--- src/rtl/ssh_pkg.sv ---
// Package for the selectable string hash: mode codes, finishing kinds and
// the per-byte CRC-32 and one-at-a-time update functions.
// No dependencies.
package ssh_pkg;

  localparam logic [2:0] MODE_SUM   = 3'd0;
  localparam logic [2:0] MODE_LEN   = 3'd1;
  localparam logic [2:0] MODE_FIRST = 3'd2;
  localparam logic [2:0] MODE_ZERO  = 3'd3;
  localparam logic [2:0] MODE_OAAT  = 3'd4;
  localparam logic [2:0] MODE_CRC   = 3'd5;

  localparam logic [1:0] FIN_PLAIN = 2'd0;
  localparam logic [1:0] FIN_OAAT  = 2'd1;
  localparam logic [1:0] FIN_CRC   = 2'd2;

  localparam logic [31:0] CRC_POLY = 32'hEDB88320;
  localparam logic [31:0] CRC_INIT = 32'hFFFFFFFF;

  typedef struct packed {
    logic [1:0]  kind;
    logic [31:0] raw;
  } fin_t;

  function automatic logic [31:0] start_value(input logic [2:0] mode);
    start_value = (mode == MODE_CRC) ? CRC_INIT : 32'd0;
  endfunction

  // Reflected CRC-32 over one byte, unrolled over its eight bits.
  function automatic logic [31:0] crc_byte(input logic [31:0] crc_in,
                                           input logic [7:0]  b);
    logic [31:0] c;
    c = crc_in ^ {24'd0, b};
    for (int k = 0; k < 8; k++) begin
      c = (c >> 1) ^ (c[0] ? CRC_POLY : 32'd0);
    end
    crc_byte = c;
  endfunction

  function automatic logic [31:0] oaat_step(input logic [31:0] h_in,
                                            input logic [7:0]  b);
    logic [31:0] h;
    h = h_in + {24'd0, b};
    h = h + (h << 10);
    h = h ^ (h >> 6);
    oaat_step = h;
  endfunction

  function automatic logic [31:0] oaat_mix(input logic [31:0] h_in);
    logic [31:0] h;
    h = h_in + (h_in << 3);
    h = h ^ (h >> 11);
    h = h + (h << 15);
    oaat_mix = h;
  endfunction

  function automatic logic [31:0] finish(input fin_t f);
    case (f.kind)
      FIN_OAAT: finish = oaat_mix(f.raw);
      FIN_CRC:  finish = ~f.raw;
      default:  finish = f.raw;
    endcase
  endfunction

endpackage

--- src/rtl/ssh_key_if.sv ---
// Key channel: one byte of the key string per beat, with present and last flags.
// Stands alone; used by selectable_string_hash.
interface ssh_key_if;
  logic       valid;
  logic       ready;
  logic [7:0] data_byte;
  logic       byte_present;
  logic       last_byte;

  modport source (output valid, data_byte, byte_present, last_byte, input ready);
  modport sink   (input valid, data_byte, byte_present, last_byte, output ready);
endinterface

--- src/rtl/ssh_hash_if.sv ---
// Result channel: one 32-bit hash per beat.
// Stands alone; used by selectable_string_hash.
interface ssh_hash_if;
  logic        valid;
  logic        ready;
  logic [31:0] hash_value;

  modport source (output valid, hash_value, input ready);
  modport sink   (input valid, hash_value, output ready);
endinterface

--- src/rtl/selectable_string_hash.sv ---
// Top level of the selectable string hash (sum, length, first byte, zero,
// one-at-a-time, CRC-32). Depends on ssh_pkg, ssh_key_if and ssh_hash_if.
//
//   channel        direction  beat
//   key_in         sink       data_byte, byte_present, last_byte
//   hash_out       source     hash_value
//   hash_mode_we   in         write strobe for hash_mode_wdata (3 bits)
//
// One key byte is taken every cycle while key_in.ready is high; the byte
// update (eight CRC bit steps or the one-at-a-time shift-adds) sits between
// the state registers. A finished string moves into a finish register, and
// the final mix is done on the way to the output register, which drives
// hash_out. Reset is synchronous and leaves mode 5 selected.
// A stall on hash_out holds both registers and drops key_in.ready only once
// both are full.
module selectable_string_hash
  import ssh_pkg::*;
(
  input  logic        clk,
  input  logic        rst,
  input  logic        hash_mode_we,
  input  logic [2:0]  hash_mode_wdata,
  ssh_key_if.sink     key_in,
  ssh_hash_if.source  hash_out
);

  logic [2:0]  hash_mode;
  logic [31:0] running_hash;
  logic [31:0] byte_count;
  logic [7:0]  first_byte;
  logic        in_string;

  fin_t        fin;
  logic        fin_valid;
  logic        out_valid;
  logic [31:0] out_hash;

  logic        fin_ready;
  logic        take;
  logic        ends;
  logic [31:0] base_hash;
  logic [31:0] base_count;
  logic [7:0]  base_first;
  logic [31:0] upd_hash;
  logic [31:0] cnt_next;
  logic [31:0] end_hash;
  logic [31:0] end_count;
  logic [7:0]  end_first;
  fin_t        fin_next;

  assign fin_ready      = !out_valid || hash_out.ready;
  assign key_in.ready   = !fin_valid || fin_ready;
  assign take           = key_in.valid && key_in.ready;
  assign ends           = !key_in.byte_present || key_in.last_byte;
  assign hash_out.valid = out_valid;
  assign hash_out.hash_value = out_hash;

  always_comb begin
    base_hash  = in_string ? running_hash : start_value(hash_mode);
    base_count = in_string ? byte_count : 32'd0;
    base_first = in_string ? first_byte : key_in.data_byte;
    case (hash_mode)
      MODE_SUM:  upd_hash = base_hash + {24'd0, key_in.data_byte};
      MODE_OAAT: upd_hash = oaat_step(base_hash, key_in.data_byte);
      MODE_CRC:  upd_hash = crc_byte(base_hash, key_in.data_byte);
      default:   upd_hash = base_hash;
    endcase
    cnt_next = base_count + 32'd1;

    end_hash  = key_in.byte_present ? upd_hash : running_hash;
    end_count = key_in.byte_present ? cnt_next : byte_count;
    end_first = key_in.byte_present ? base_first : first_byte;

    fin_next.kind = FIN_PLAIN;
    case (hash_mode)
      MODE_SUM:   fin_next.raw = end_hash;
      MODE_LEN:   fin_next.raw = end_count;
      MODE_FIRST: fin_next.raw = {24'd0, end_first};
      MODE_OAAT: begin
        fin_next.raw  = end_hash;
        fin_next.kind = FIN_OAAT;
      end
      MODE_CRC: begin
        fin_next.raw  = end_hash;
        fin_next.kind = FIN_CRC;
      end
      default:    fin_next.raw = 32'd0;
    endcase

    // An empty marker with no bytes seen hashes to zero in every mode.
    if (!key_in.byte_present && !in_string) begin
      fin_next.raw  = 32'd0;
      fin_next.kind = FIN_PLAIN;
    end
  end

  always_ff @(posedge clk) begin
    if (rst) begin
      hash_mode    <= MODE_CRC;
      running_hash <= CRC_INIT;
      byte_count   <= 32'd0;
      first_byte   <= 8'd0;
      in_string    <= 1'b0;
    end else begin
      if (hash_mode_we) begin
        hash_mode <= hash_mode_wdata;
      end
      if (take) begin
        if (!ends) begin
          running_hash <= upd_hash;
          byte_count   <= cnt_next;
          first_byte   <= base_first;
          in_string    <= 1'b1;
        end else begin
          running_hash <= start_value(hash_mode);
          byte_count   <= 32'd0;
          first_byte   <= 8'd0;
          in_string    <= 1'b0;
        end
      end
    end
  end

  // The finish register loads whenever it is empty or draining, so a
  // string that ends while the output is stalled is not lost.
  always_ff @(posedge clk) begin
    if (rst) begin
      fin_valid <= 1'b0;
      out_valid <= 1'b0;
    end else begin
      if (key_in.ready) begin
        fin_valid <= take && ends;
      end
      if (fin_ready) begin
        out_valid <= fin_valid;
      end
    end
  end

  always_ff @(posedge clk) begin
    if (key_in.ready) begin
      fin <= fin_next;
    end
    if (fin_ready) begin
      out_hash <= finish(fin);
    end
  end

endmodule
--- src/flat_wrapper.sv ---
// flat-port wrapper written by rule: the top's interface ports become plain ports
module selectable_string_hash_flat import ssh_pkg::*;
  (clk, rst, hash_mode_we, hash_mode_wdata, key_in_valid, key_in_data_byte, key_in_byte_present, key_in_last_byte, key_in_ready, hash_out_valid, hash_out_hash_value, hash_out_ready);
  ssh_key_if key_in_i ();
  ssh_hash_if hash_out_i ();
  input  logic clk;
  input  logic rst;
  input  logic hash_mode_we;
  input  logic [2:0] hash_mode_wdata;
  input wire logic [$bits(key_in_i.valid)-1:0] key_in_valid;
  input wire logic [$bits(key_in_i.data_byte)-1:0] key_in_data_byte;
  input wire logic [$bits(key_in_i.byte_present)-1:0] key_in_byte_present;
  input wire logic [$bits(key_in_i.last_byte)-1:0] key_in_last_byte;
  output wire logic [$bits(key_in_i.ready)-1:0] key_in_ready;
  output wire logic [$bits(hash_out_i.valid)-1:0] hash_out_valid;
  output wire logic [$bits(hash_out_i.hash_value)-1:0] hash_out_hash_value;
  input wire logic [$bits(hash_out_i.ready)-1:0] hash_out_ready;
  assign key_in_i.valid = key_in_valid;
  assign key_in_i.data_byte = key_in_data_byte;
  assign key_in_i.byte_present = key_in_byte_present;
  assign key_in_i.last_byte = key_in_last_byte;
  assign key_in_ready = key_in_i.ready;
  assign hash_out_valid = hash_out_i.valid;
  assign hash_out_hash_value = hash_out_i.hash_value;
  assign hash_out_i.ready = hash_out_ready;
  selectable_string_hash u_core (.clk(clk), .rst(rst), .hash_mode_we(hash_mode_we), .hash_mode_wdata(hash_mode_wdata), .key_in(key_in_i), .hash_out(hash_out_i));
endmodule
--- config.mk ---
export PLATFORM = sky130hd
export DESIGN_NAME = selectable_string_hash_flat
export DESIGN_NICKNAME = d
export VERILOG_FILES = /design/src/rtl/ssh_pkg.sv /design/src/rtl/ssh_key_if.sv /design/src/rtl/ssh_hash_if.sv /design/src/rtl/selectable_string_hash.sv /design/src/flat_wrapper.sv
export SDC_FILE = /design/constraint.sdc
export NUM_CORES = 1
export LEC_CHECK = 0
export ABC_AREA = 1
export BUFFER_PORTS_ARGS = -buffer_cell sky130_fd_sc_hd__buf_2
export CORE_MARGIN = 1
export CORE_UTILIZATION = 45
export CTS_BUF_LIST = sky130_fd_sc_hd__clkbuf_4 sky130_fd_sc_hd__clkbuf_8
export DETAILED_ROUTE_END_ITERATION = 16
export PLACE_DENSITY = 0.72
export SETUP_SLACK_MARGIN = 0.3
export SLEW_MARGIN = 25
export SYNTH_ARGS = -nofsm -noshare
export SYNTH_HDL_FRONTEND = slang
export SYNTH_SLANG_ARGS = --single-unit
--- constraint.sdc ---
create_clock -name clk -period 12 [get_ports clk]
set_input_delay 1.2 -clock clk [delete_from_list [all_inputs] [get_ports clk]]
set_output_delay 1.2 -clock clk [all_outputs]
set_load 0.01 [all_outputs]
# Yosys cells after proc, flatten, opt, wreduce, memory -nomap -nowiden
# Cells that the tools add are included.
# op_classes
bitwise,12
n_eq_ne,6
multipliers,0
n_addsub,5
reduce_logical,12
order_cmp,0
div_mod_pow,0
shift,0
muxes,23
# op_table
op,count
32-bit 2-to-1 mux,15
31-bit by 32-bit XOR with 32-bit output,8
32-bit case mux with 3 select lines,2
32-bit adder,3
32-bit case mux with 2 select lines,1
32-bit by 1-bit adder with 32-bit output (second input constant),1
32-bit by 8-bit adder with 32-bit output,1
32-bit inverter,1
32-bit by 21-bit XOR with 32-bit output,1
32-bit by 26-bit XOR with 32-bit output,1
32-bit by 8-bit XOR with 32-bit output,1
8-bit 2-to-1 mux,3
3-bit == test (second input constant),2
1-bit zero test,4
2-bit case mux with 2 select lines,1
3-bit by 1-bit == test with 1-bit output (second input constant),1
3-bit by 2-bit == test with 1-bit output (second input constant),1
1-bit logical AND,3
3-bit zero test,1
1-bit logical OR,3
3-bit OR reduction,1
2-bit by 1-bit == test with 1-bit output (second input constant),1
2-bit == test (second input constant),1
1-bit 2-to-1 mux,1
# totals
word_cells,68
latchBits,0
in_bits,18
ff_bits,144
rom_bits,0
memories,0
ramBits,0

# Logic depth before layout (Yosys ltp)
# Gate-level depths: netlist (run 1).
# logic_depth
word_depth,23
depth_mapped,39
mapped_depth_nobuf,38

# Worst setup path before layout (run 1)
# Ideal clock, no wire load.
# synth_timing
kind,reg-to-reg
startpoint,register u_core.in_string
endpoint,"register u_core.fin[18] (netlist name), data pin"
required_ns,11.730
arrival_time_ns,5.228
period_less_slack_ns,5.498
setup_slack_ns,6.502
stages_incl_launch_ff,35
path_cell_list,dfxtp_1 -> buf_6 -> buf_6 -> buf_2 -> buf_2 -> buf_1 -> a21oi_1 -> ha_1 -> buf_4 -> nand2_1 -> and3_1 -> o21ai_1 -> nand2_1 -> o21ai_2 -> nand3_1 -> xor2_1 -> ha_1 -> fa_1 -> nand2_1 -> inv_1 -> nand2_1 -> nand2_1 -> a21oi_1 -> o21ai_1 -> a21oi_1 -> o21ai_1 -> a21boi_0 -> xor2_1 -> nand2_1 -> nand3_1 -> nand3_1 -> a21oi_1 -> nand2_1 -> nand2_1 -> a21oi_1
# synth_between
elab_chain_len,15
word_cells_on_any_way,27
cone_classes,3 x add/sub; 12 x mux; 10 x bitwise; 2 x reduce/logical
# synth_lines
item,line_no,rtl
start: declaration,selectable_string_hash.sv:31,logic in_string;
start signal: assignment,selectable_string_hash.sv:103,in_string <= 1'b0;
start signal: assignment,selectable_string_hash.sv:113,in_string <= 1'b1;
start signal: assignment,selectable_string_hash.sv:118,in_string <= 1'b0;
"parallel branches: the longest is 15 deep, another holds 32-bit by 8-bit adder with 32-bit output",--,
end signal: assignment,selectable_string_hash.sv:142,fin <= fin_next;
end: declaration,selectable_string_hash.sv:33,fin_t fin;
# Parallel ways; which one is timed is not known.
# A chain may end at the register's enable or synchronous reset.

# Worst setup path in the final report (run 1)
# layout_timing
startpoint,register u_core.hash_mode[0]
endpoint,"register u_core.fin[18] (netlist name), data pin"
# layout_between
elab_chain_len,17
word_cells_on_any_way,29
cone_classes,2 x add/sub; 4 x eq/ne; 11 x mux; 10 x bitwise; 2 x reduce/logical
# layout_lines
item,line_no,rtl
start: declaration,selectable_string_hash.sv:27,logic [2:0] hash_mode;
start signal: assignment,selectable_string_hash.sv:106,hash_mode <= hash_mode_wdata;
"parallel branches: the longest is 16 deep, another holds 32-bit by 8-bit adder with 32-bit output",--,
32-bit case mux with 3 select lines *,selectable_string_hash.sv:75,case (hash_mode)
# Mark *: on every way between the ends.

==> results of run 1 <==
-- flip-flops by register name, indices dropped and copies added, names as in the netlist --
name	cells
u_core.fin	34
u_core.byte_count	32
u_core.hash_out.hash_value	32
u_core.running_hash	32
u_core.first_byte	8
u_core.hash_mode	3
u_core.fin_valid	1
u_core.hash_out.valid	1
u_core.in_string	1
-- metal layers --
metal,track usage [%],vias to the layer above,wire length [um]
met1,41.7,6759,21400
met5,0,-,0
li1,-,6987,-
met3,5.80,89,3840
met2,48.1,646,21200
met4,9.69,0,1320
-- synthesized netlist by cell type, drive strengths merged, types with 10 or more instances --
library cell	count	area share (%)
nor3	21	0.93
dfxtp	78	11
o221ai	24	1.5
o211ai	41	2.2
nand2	495	14
nand3	113	4.3
o21a	19	1.0
o21ai	142	5.2
or2	11	0.49
o2111ai	11	0.69
edfxtp	66	14
nor2	159	4.6
xor2	103	6.5
clkbuf	65	1.7
a2bb2oi	10	0.63
inv	228	6.1
buf	25	1.1
xnor2	42	2.7
ha	80	7.2
nand4	27	1.4
a21oi	237	8.7
-- critical path, delay by kind of cell (launching register included) --
family                   cells  cell delay [ps]
buffers and inverters        4              430
adder cells (fa/ha/maj)      3              950
AND/OR/NAND/NOR             15             2330
AO/OA/AOI/OAI               10             2020
XOR/XNOR                     2              660
flip-flops                   1              460
-- cell type report --
| cell class | instances | area, sq um |
|---|---|---|
| Clock inverter | 15 | 215 |
| Multi-Input combinational cell | 1600 | 9180 |
| Clock buffer | 17 | 234 |
| Tap cell | 396 | 495 |
| Fill cell | 3119 | 15700 |
| Inverter | 232 | 871 |
| Sequential cell | 144 | 3540 |
| Timing Repair Buffer | 70 | 398 |
-- report_power, final --
part / switching [uW] / internal, uW
logic: 1260 / 631
clock network: 238 / 217
registers: 49.0 / 590
-- layout by cell type (no fill, tap or decap), types with 51 or more instances in the layout --
cell type / instances
buf_2: 51
ha_1: 80
edfxtp_1: 66
inv_1: 211
dfxtp_1: 77
xor2_1: 102
nand3_1: 104
a21oi_1: 230
nor2_1: 141
nand2_1: 478
o21ai_0: 124
-- final timing paths --
check / startpoint / end / slack [ps] / depth (start not counted)
worst max register to register: u_core.hash_mode[0] / u_core.fin[18] / 4880 / 34
worst min-delay path: u_core.first_byte[2] / u_core.first_byte[2] / 480 / 2
worst min register to register: u_core.first_byte[2] / u_core.first_byte[2] / 480 / 2
worst max-delay path: u_core.hash_mode[0] / u_core.fin[18] / 4880 / 34
-- stage by stage --
| stage | util (%) | hold WS (ps) | setup slack, ps |
|---|---|---|---|
| 3_3_place_gp | 47.3 | 442 | 5170 |
| 6_report | 48.8 | 476 | 4880 |
| 4_1_cts | 48.8 | 474 | 4970 |
| 2_1_floorplan | - | 436 | 6500 |
| 5_1_grt | 48.8 | 490 | 4350 |
| 3_5_place_dp | 47.3 | 459 | 4980 |
-- kinds of logic (layout without fill, tap and decap cells) --
| logic type | after synthesis | after routing | synth area share [%] |
|---|---|---|---|
| adders and majority gates | 84 | 84 | 7.74 |
| muxes | 8 | 8 | 0.591 |
| AOI/OAI and AO/OA | 525 | 525 | 22.0 |
| DFF | 144 | 144 | 25.4 |
| and+or+nand+nor | 838 | 838 | 26.0 |
| buffers and inverters | 322 | 334 | 9.06 |
| xor gates and xnor gates | 145 | 145 | 9.20 |
==> run metrics, run 1 <==
status=completed; placed insts=2442; placed cell areas=roughly 0.014 sq mm; initial antenna violation count=0; Area growth syn-to-layout=6.97%; Die Y=178 um; #FFs+latches synth=144; Async S/R FF share, synth=0%; # resized after CTS=0; Nets=2167; vias after detailed routing=approximately 14000; Syn. warnings=0; setup tns final=0 ps; Non-Filler Cell Area, Final=0.0149 sq mm; unrepaired setup endpoints after global routing=false; core footprint=0.0306 sq mm; IO Pins=52; Clock Tree Root=clkbuf_8; worst hold path class=reg -> reg; Antenna diodes=0; Avg Vias per Cell=5.85; WL final=around 48000 um; Final setup viols=0; GPL Wtd Cong=0.988; total CTS buffers=17; setup bufs post-CTS=0; clk slew on worst S/H paths=100 ps; CTS tree=yes; DR pass1 iterations=6; Final Hold Fails=0; crit-path max FO=28; Mapped Area=0.0140 sq mm; fraction of layout cells with a size suffix above 1=9.48%; antenna viol nets, final=0; pin count of the biggest net entering global routing=77; fin crit period=~7100 ps; first-pass GRT wire length=approximately 74000 um; max-slew violation count=0; Max Clk Rate=140 MHz; Synth Instances=2066; post-layout power=2980 uW; H-tree levels=4; Max clock buf depth=2; P per Cell Area=between 150 and 200 mW/mm^2; die width=178 um; Syn Nets=2168; DRC viols=0; clock tree sinks=144; post-synth cell types=60; post-synthesis sequential area ratio=about a quarter; initial drt markers=1624; Routed wire per std cell=19.3 um; non-filler cells, final=2474; gr ovfl total=0; Post-Syn Area per Cell=6.76 sq um; slew margin rel.=32.0%; vias in the first global route=13200; crit share post-route=about three fifths; Worst path most repeated cell=nand2_1; leading register cell type out of synthesis=dfxtp_1; CP Data Arrival Time=7320 ps; critical path class=reg -> reg; VDD IR-drop max=0.103 mV; port bufs=51; max incr delay on CP=490 ps; HPWL after DPL=37100 um; Pleak=roughly 0.0067 uW; Die ar.=about 0.032 sq mm; EDFF count, synth=66; cts hold-fix bufs=0; All-Layer GR Usage=between 30% and 40%; Least-Margin Pin Slew=1020 ps; Worst EP required=~12000 ps; row cnt=64; Starting Density=a little under half; Worst-Skew Late Latency=480 ps; crit end category=register; Max Cap Viol=0; clk_skew=21.3 ps; Critical Path Source Type=register; Slowest cell on crit path=nand3_2
Note: power is estimated with default switching activity, not from simulation.
==> run 2: changes to the inputs <==
--- a/config.mk
+++ b/config.mk
@@ -11,7 +11,7 @@
 export CORE_UTILIZATION = 45
 export CTS_BUF_LIST = sky130_fd_sc_hd__clkbuf_4 sky130_fd_sc_hd__clkbuf_8
 export DETAILED_ROUTE_END_ITERATION = 16
-export PLACE_DENSITY = 0.72
+export PLACE_DENSITY = 0.74
 export SETUP_SLACK_MARGIN = 0.3
 export SLEW_MARGIN = 25
 export SYNTH_ARGS = -nofsm -noshare
==> constraint.sdc (replaced) <==
create_clock -name clk -period 6.3 [get_ports clk]
set_input_delay 0.63 -clock clk [delete_from_list [all_inputs] [get_ports clk]]
set_output_delay 0.63 -clock clk [all_outputs]
set_load 0.01 [all_outputs]
==> run metrics, run 2 (synthesis gave the netlist of run 1 again) <==
IO Pins=52 (unchanged); Sw Ratio=51.3% (was 51.8%); crit-path max FO=6 (was 28); CP top delay family=simple AND/OR/NAND/NOR gates (unchanged); non-filler cells, final=2483 (was 2474); initial drt markers=1573 (was 1624); Psw=2890 uW (was 1540 uW); slew margin rel.=25.7% (was 32.0%); row cnt=64 (unchanged); Starting Density=45.6% (unchanged); Reg power frac=21.6% (was 21.4%); Final Hold Fails=0 (unchanged); CP Data Arrival Time=5860 ps (was 7320 ps); critical path class=reg -> reg (unchanged); WL final=47000 um (was 47800 um); placed insts=2449 (was 2442); Die Y=178 um (unchanged); Antenna diodes=0 (unchanged); Core Util, Final=49.3% (was 48.8%); Max Clk Rate=176 MHz (was 140 MHz); most frequent cells in the layout=nand2_1, a21oi_1, inv_1 (unchanged); Area growth syn-to-layout=8.00% (was 6.97%); pin count of the biggest net entering global routing=78 (was 77); crit end category=register (unchanged); max reg flops=34 (unchanged); die width=178 um (unchanged); VDD IR-drop max=0.180 mV (was 0.103 mV); H-tree levels=4 (unchanged); DRC viols=0 (unchanged); antenna viol nets, final=0 (unchanged); max incr delay on CP=500 ps (was 490 ps); Non-Filler Cell Area, Final=0.0151 sq mm (was 0.0149 sq mm); clock tree sinks=144 (unchanged); Comb pwr share=64.9% (was 63.3%); Avg Vias per Cell=5.88 (was 5.85); gr ovfl total=0 (unchanged); Internal=2750 uW (was 1440 uW); unrepaired setup endpoints after global routing=true (was false); vias in the first global route=13400 (was 13200); Pleak=0.00669 uW (was 0.00666 uW); vias after detailed routing=14600 (was 14500); All-Layer GR Usage=29.8% (was 30.5%); Die ar.=0.0317 sq mm (unchanged); initial antenna violation count=0 (unchanged); Buffers & Inverters on Critical Path=3 (was 4); commonest non-fill, non-tap cell in the layout=nand2_1 (unchanged); core footprint=0.0306 sq mm (unchanged); status=completed (unchanged); Worst path most repeated cell=nand2_1 (unchanged); Max clock buf depth=2 (unchanged); Routed wire per std cell=18.9 um (was 19.3 um); Clock Tree Root=clkbuf_8 (unchanged); Most flops, register=u_core.fin (unchanged); clk slew on worst S/H paths=90 ps (was 100 ps); Critical Path Source Type=register (unchanged); first-pass GRT wire length=72900 um (was 74300 um); setup tns final=0 ps (unchanged); port bufs=51 (unchanged); Worst-Skew Late Latency=490 ps (was 480 ps); Worst EP required=6480 ps (was 12210 ps); Max Cap Viol=0 (unchanged); Clock Power Share=13.5% (was 15.3%); clk_skew=27.5 ps (was 21.3 ps); placed cell areas=0.0145 sq mm (about the same); crit share post-route=90.2% (was 59.3%); worst hold path class=in -> reg (was reg -> reg); Slowest cell on crit path=xnor2_1 (was nand3_2); GPL Wtd Cong=1.02 (was 0.988); cts hold-fix bufs=0 (unchanged); CTS tree=yes (unchanged); max-slew violation count=0 (unchanged); fraction of layout cells with a size suffix above 1=11.1% (was 9.48%); Least-Margin Pin Slew=1110 ps (was 1020 ps); fin crit period=5690 ps (was 7120 ps); HPWL after DPL=36100 um (was 37100 um); P per Cell Area=374 mW/mm^2 (was 200 mW/mm^2); total CTS buffers=17 (unchanged); Nets=2176 (was 2167); DR pass1 iterations=6 (unchanged); Final setup viols=0 (unchanged)
==> run 2: cell count changes in the layout (fill, tap and decap cells not counted), sizes merged <==
cell | previous run | this run
buf | 70 | 79
bufinv | 3 | 2
clkbuf | 17 | 22
clkinv | 7 | 9
inv | 237 | 231
==> run 2: per-stage QoR <==
stage                     hold WS (ps)  total power, uW  setup slack (ps)
after detailed placement           462             4730               350
after floorplan                    436             3790               802
after CTS                          376             5490               445
final                              382             5640               615
after global placement             454             4700               310
after global routing               398             6080               227
==> run 2: routing by layer <==
layer	share of wire [%]	vias to the layer above	GRT usage (%)
met2	44	677	46.8
met4	3.3	0	12.1
met5	0	-	0
met3	8.3	105	5.05
li1	-	6969	-
met1	44	6851	40.2
==> run 2: cell type report <==
type	instances	area, sq um
Clock buffer	22	278
Tap cell	396	495
Clock inverter	10	109
Inverter	232	871
Sequential cell	144	3550
Timing Repair Buffer	79	473
Fill cell	3112	15500
Multi-Input combinational cell	1600	9310
==> run 2: repair_timing <==
action | 4_1_cts | 5_1_grt
setup buffers | 0 | 2
resized for setup | 1 | 45
setup endpoints to repair | 2 | 28
pin swaps | 0 | 3
==> run 2: power groups by stage <==
stage	sequential [uW]	combinational, uW	clock (uW)
final	1220	3660	759
after global routing	1230	4050	799
after CTS	1220	3510	764
after detailed placement	1240	3490	0
after global placement	1240	3470	0
after floorplan	1230	2550	0
==> run 2: final timing paths <==
path	startpoint	to	slack, ps	cells past startpoint
min reg2reg	u_core.first_byte[2]	u_core.first_byte[2]	480	2
max	u_core.hash_mode[0]	u_core.fin[19]	610	29
min	hash_mode_we	u_core.hash_mode[2]	380	2
max reg2reg	u_core.hash_mode[0]	u_core.fin[19]	610	29
